===== config.mk =====
export PLATFORM = sky130hd
export DESIGN_NAME = imd_kalman
export DESIGN_NICKNAME = d
export VERILOG_FILES = /design/src/hdl/imu_motion_displacement_core_macros.svh /design/src/hdl/imd_pkg.sv /design/src/hdl/imd_kalman.sv
export SDC_FILE = /design/constraint.sdc
export NUM_CORES = 2
export LEC_CHECK = 0
export ABC_AREA = 1
export BUFFER_PORTS_ARGS = -buffer_cell sky130_fd_sc_hd__buf_2
export CORE_MARGIN = 2
export CORE_UTILIZATION = 25
export DETAILED_ROUTE_END_ITERATION = 10
export SLEW_MARGIN = 20
export SYNTH_ARGS = -nofsm -noshare
export SYNTH_HDL_FRONTEND = slang
export SYNTH_SLANG_ARGS = --single-unit

===== constraint.sdc =====
create_clock -name clock -period 11.6 [get_ports clock]
set_input_delay 2.32 -clock clock [delete_from_list [all_inputs] [get_ports clock]]
set_output_delay 2.32 -clock clock [all_outputs]
set_load 0.02 [all_outputs]

===== src/hdl/imu_motion_displacement_core_macros.svh =====
// Assertion macros for the motion displacement core.
// Included by the top level; no other dependencies.
`ifndef IMU_MOTION_DISPLACEMENT_CORE_MACROS_SVH
`define IMU_MOTION_DISPLACEMENT_CORE_MACROS_SVH

// Consequent must hold in the same cycle as the antecedent.
`define IMD_ASSERT_SAME(label, clk, rst, ante, cons, msg) \
   label: assert property (@(posedge clk) disable iff (rst) (ante) |-> (cons)) else $error(msg);

// Consequent must hold in the cycle after the antecedent.
`define IMD_ASSERT_NEXT(label, clk, rst, ante, cons, msg) \
   label: assert property (@(posedge clk) disable iff (rst) (ante) |=> (cons)) else $error(msg);

`endif


===== src/hdl/imd_pkg.sv =====
// Shared constants and types for the motion displacement core.
// No dependencies; compiled first.
`timescale 1ns / 1ps

package imd_pkg;

   localparam int SAMPLE_WIDTH = 16;
   localparam int DISP_WIDTH   = 35;
   localparam int Q16_W        = 17;
   localparam int SQ_W         = 62;
   localparam int GSQ_W        = 31;
   localparam int ROOT_W       = 31;
   localparam int D_W          = 27;

   // round(9.81 * 2^26): converts raw LSB (16384 per g) to m/s^2 with 24 fraction bits.
   localparam logic [29:0] ACCEL_MUL   = 30'd658337956;
   // 0.005 s in Q0.32.
   localparam logic [24:0] HALF_DT_Q32 = 25'd21474836;
   localparam logic [Q16_W-1:0] ONE_Q16 = 17'd65536;

   typedef struct packed {
      logic load;
      logic grav;
      logic resid;
      logic square;
      logic scale;
      logic vel;
      logic disp;
   } lane_cmd_type;

endpackage


===== src/hdl/imd_kalman.sv =====
// Scalar Kalman filter on the residual acceleration magnitude, with a serial gain divider.
// Depends on imd_pkg.
`timescale 1ns / 1ps

module imd_kalman (
   input  logic                         clock,
   input  logic                         reset,
   input  logic                         start,
   input  logic [imd_pkg::ROOT_W-1:0]   mag,
   input  logic [23:0]                  process_noise,
   input  logic [23:0]                  measure_noise,
   input  logic [23:0]                  still_threshold,
   output logic                         done,
   output logic                         still
);
   import imd_pkg::*;

   typedef enum logic [4:0] {
      K_IDLE = 5'b00001,
      K_PREP = 5'b00010,
      K_DIV  = 5'b00100,
      K_EST  = 5'b01000,
      K_DONE = 5'b10000
   } kstate_type;

   kstate_type state_ff, state_in;
   logic [ROOT_W-1:0]  mag_ff;
   logic [31:0]        var_ff, var_in, p_ff;
   logic signed [32:0] est_ff, est_in;
   logic [32:0]        rem_ff, rem_in, p_sum, den;
   logic [33:0]        rem_sh, rem_sub;
   logic [15:0]        q_ff, q_in;
   logic [3:0]         cnt_ff, cnt_in;
   logic [31:0]        p_sat;
   logic [Q16_W-1:0]   k_val;
   logic signed [33:0] e_diff;
   logic signed [51:0] e_mul, e_rnd;
   logic [48:0]        v_mul;

   always_comb begin
      p_sum   = {1'b0, var_ff} + 33'(process_noise);
      p_sat   = p_sum[32] ? 32'hFFFF_FFFF : p_sum[31:0];
      den     = {1'b0, p_ff} + 33'(measure_noise);
      rem_sh  = {rem_ff, 1'b0};
      rem_sub = rem_sh - {1'b0, den};
      // With no measurement noise the gain is one, unless the denominator is zero.
      if (measure_noise == 24'd0)
         k_val = (p_ff == 32'd0) ? '0 : ONE_Q16;
      else
         k_val = {1'b0, q_ff};
      e_diff = 34'($signed({1'b0, mag_ff})) - 34'(est_ff);
      e_mul  = 52'(e_diff) * 52'($signed({1'b0, k_val}));
      e_rnd  = e_mul + 52'sd32768;
      v_mul  = 49'(ONE_Q16 - k_val) * 49'(p_ff);

      state_in = state_ff;
      rem_in   = rem_ff;
      q_in     = q_ff;
      cnt_in   = cnt_ff;
      est_in   = est_ff;
      var_in   = var_ff;
      case (state_ff)
         K_IDLE: begin
            if (start) state_in = K_PREP;
         end
         K_PREP: begin
            rem_in   = {1'b0, p_sat};
            q_in     = '0;
            cnt_in   = '0;
            state_in = K_DIV;
         end
         K_DIV: begin
            if (rem_sh >= {1'b0, den}) begin
               rem_in = rem_sub[32:0];
               q_in   = {q_ff[14:0], 1'b1};
            end else begin
               rem_in = rem_sh[32:0];
               q_in   = {q_ff[14:0], 1'b0};
            end
            cnt_in = cnt_ff + 1'b1;
            if (cnt_ff == 4'd15) state_in = K_EST;
         end
         K_EST: begin
            est_in   = est_ff + $signed(e_rnd[48:16]);
            var_in   = v_mul[47:16];
            state_in = K_DONE;
         end
         K_DONE: begin
            state_in = K_IDLE;
         end
         default: begin
            state_in = K_IDLE;
         end
      endcase
   end

   always_ff @(posedge clock) begin
      if (reset) begin
         state_ff <= K_IDLE;
         var_ff   <= '0;
         est_ff   <= '0;
      end else begin
         state_ff <= state_in;
         var_ff   <= var_in;
         est_ff   <= est_in;
      end
      if (state_ff == K_IDLE && start) mag_ff <= mag;
      if (state_ff == K_PREP) p_ff <= p_sat;
      rem_ff <= rem_in;
      q_ff   <= q_in;
      cnt_ff <= cnt_in;
   end

   assign done  = (state_ff == K_DONE);
   assign still = est_ff < $signed({1'b0, still_threshold, 8'b0});

endmodule


==> results by group <==
Status
  • Status: complete, no violations

Timing
  • Max-slew violations: 0
  • Max frequency: 91.6 MHz
  • Setup Skew: 0.0262 ns
  • Relative slew margins: 23.6%
  • Setup WS post-layout: 0.680 ns
  • Worst Max-Slew Pin Slew: 1.13 ns
  • Final Hold Viols: 0
  • Final hold slack: 0.521 ns
  • RSZ-0062 raised after global routing: false
  • Tcrit/Tclk final: 94.1%
  • Setup violators final: 0
  • Final min period: 10.92 ns

CTS
  • Root Buffer Master: clkbuf_16
  • CTS Sinks: 186
  • Hold-fix buffer count after cts: 0
  • CTS H-tree depth: 4
  • CTS tree: yes
  • Clock-pin slew on the worst setup and hold paths: 0.10 ns
  • Post_cts resized: 0
  • # Post-CTS Setup Buffers: 0
  • CTS Buf Count: 17
  • Clk_lat worst skew: 0.56 ns
  • Clock tree buffer depth: 2

Floorplan
  • Die area: 217000 um2
  • Initial Util: 25.1%
  • Core Region: 212000 um2
  • Die Width: 466 um
  • Die height: 466 um
  • # IOs: 108
  • FP Rows: 169

Setup path
  • Slowest stage delay, CP: 0.57 ns
  • Buffers and inverters on the worst path: 10
  • Crit path top cell by count: inv_1
  • R2R setup slack: 0.77 ns
  • Worst R2R Path Depth: 44
  • Crit path max-delay family: adder cells
  • Slowest-stage cell, CP: fa_1
  • CP Capture Type: flip-flop
  • Reg2reg start: mag_ff[0]
  • CP startpoint kind: input port
  • WP data required: 12.04 ns
  • Reg2reg end: est_ff[26]
  • Crit Path Class: in -> reg
  • Crit Path Max Fanout: 11
  • CP Data Arrival Time: 11.36 ns

Logic synthesis
  • Post-Syn Instances: 6782
  • Post-synth top area share: 38.1%
  • Synthesized cell area: 53300 um2
  • Post-Syn Area per Cell: 7.86 um2
  • Synth top area cells: fa_1 38%, inv_1 11%, ha_1 11%
  • Netlist cell types: 64
  • Ys Warns: 0
  • Cell taking the most area after synthesis: fa_1
  • Sequential-to-total area share from yosys stat: 9.16%
  • Seq cells post-synth: 186

Detailed routing
  • Post-DR wirelength/cell: 18.9 um
  • DR vias/cell: 4.65
  • Drt first pass iters: 9
  • Post-Route WL: 184000 um
  • Initial drt markers: 3547
  • Final ANT Viol Nets: 0
  • Remaining DRCs: 0
  • Vias: 45.2k

Hold path
  • Worst Hold End: est_ff[2]
  • Hold_sp: est_ff[2]
  • Hold Crit Class: reg -> reg
  • Worst Hold Depth: 2

GRT
  • Vias in the first global route: 47.0k
  • GR Overflow Total: 0
  • Initial antenna violation count: 3
  • First-pass GRT wire length: 284000 um
  • Largest net degree at the start of global routing: 64
  • All-Layer GR Usage: 17.0%

Cells and area
  • Post-route insts no fill: 9717
  • Final Util: 27.6%
  • # fillers: 23.0k
  • Area growth, synth to finish: 9.79%
  • NumNets Final: 8458
  • Fraction of final layout cells sized beyond drive strength 1: 6.09%

Placed design
  • Gpl congestion: 0.944
  • Pre-CTS WS: -0.402 ns
  • Placed cells: 9683
  • Detailed placement HPWL: 153000 um
  • Port-buffer cells: 107

Job
  • Number of max-cap violations: 0
==> cells by family after synthesis <==
logic type / after synthesis / share of synthesized area [%]
buffers and inverters: 1821 / 13.0
other: 2 / 0.0141
flip-flops: 186 / 9.16
AO/OA/AOI/OAI: 758 / 8.00
AND/OR/NAND/NOR: 2359 / 17.9
XOR/XNOR: 185 / 3.11
adder cells (fa/ha/maj): 1471 / 48.8
==> cell usage in the layout (no fill, tap or decap), types with 43 or more instances in the layout <==
cell type  count
xnor2_1       67
nand3_1      133
nand2_1     1228
nor2_1       789
o21ai_0      219
dfxtp_1       70
edfxtp_1     116
buf_4        152
fa_1        1014
inv_1       1581
ha_1         457
a21oi_1      345
o211ai_1      43
buf_2        107
xor2_1       110
==> metal layers <==
layer  global-route usage [%]  share of wire [%]  routed length (um)  vias to the layer above
li1                         -                  -                   -                    20600
met1                     23.3                 43               79700                    22400
met2                     27.3                 45               83000                     1885
met3                     3.22                8.3               15300                      284
met4                     4.68                3.1                5640                        0
met5                        0                  0                   0                        -
==> Yosys cell counts, drive strengths merged <==
cell and n:
a31oi 37, nand3b 5, a211o 1, o21a 23, inv 1592, xor2 116, a221oi 4, clkinv 15
nand4 34, o2111ai 2, a2111oi 1, a21o 17, clkbuf 158, a21boi 7, a211oi 6, xnor2 69
o221ai 10, a21oi 346, o211a 1, a22o 1, o311a 1, or2 35, fa 1014, edfxtp 116
o31ai 5, a31o 3, and3 3, buf 56, or3 1, dfxtp 70, o211ai 43, nor3 36
o21bai 17, and2 5, nand2 1245, nor3b 1, nand3 136, o21ai 229, nor2 826, nor4 32
o311ai 3, conb 2, ha 457, o221a 1
==> state kept, by name, indices dropped and copies added (netlist names) <==
| signal | cells |
|---|---|
| est_ff | 33 |
| rem_ff | 33 |
| p_ff | 32 |
| var_ff | 32 |
| mag_ff | 31 |
| q_ff | 16 |
| state_ff | 5 |
| cnt_ff | 4 |
==> layout make-up <==
type                       count  area (um2)  area share [%]
clock inverter                15         188           0.321
clock buffer                  17         425           0.726
inverter                    1607        6040            10.3
sequential                   186        4880            8.34
timing repair buffer         265        1800            3.07
multi-input combinational   4804       41700            71.2
tap                         2821        3530            6.03
antenna                        2        5.00         0.00855
==> metrics by stage <==
step	cell area, um2	TNS, ns
6_report	58600	0
5_1_grt	58600	0
4_1_cts	58500	0
3_5_place_dp	57900	-2.01
3_3_place_gp	57900	-1.98
2_1_floorplan	53400	0
==> worst max path at each step <==
stage	startpoint	depth (start not counted)	slack (ns)	endpoint
6_report	measure_noise[20]	40	0.68	est_ff[26]
5_1_grt	measure_noise[20]	40	0.07	est_ff[26]
4_1_cts	measure_noise[20]	39	0.12	est_ff[26]
3_5_place_dp	measure_noise[20]	39	-0.40	est_ff[26]
3_3_place_gp	measure_noise[20]	40	-0.41	est_ff[26]
2_1_floorplan	measure_noise[0]	40	1.48	est_ff[22]
==> tightest hold or removal path, stage by stage, from the launching register on <==
cell	delay (ns)
dfxtp_1	0.33
inv_1	0.09
a21oi_1	0.06
Power is left out: the tool's default activity adds up to more than one toggle a clock period on the data nets, which glitch-free logic cannot reach.
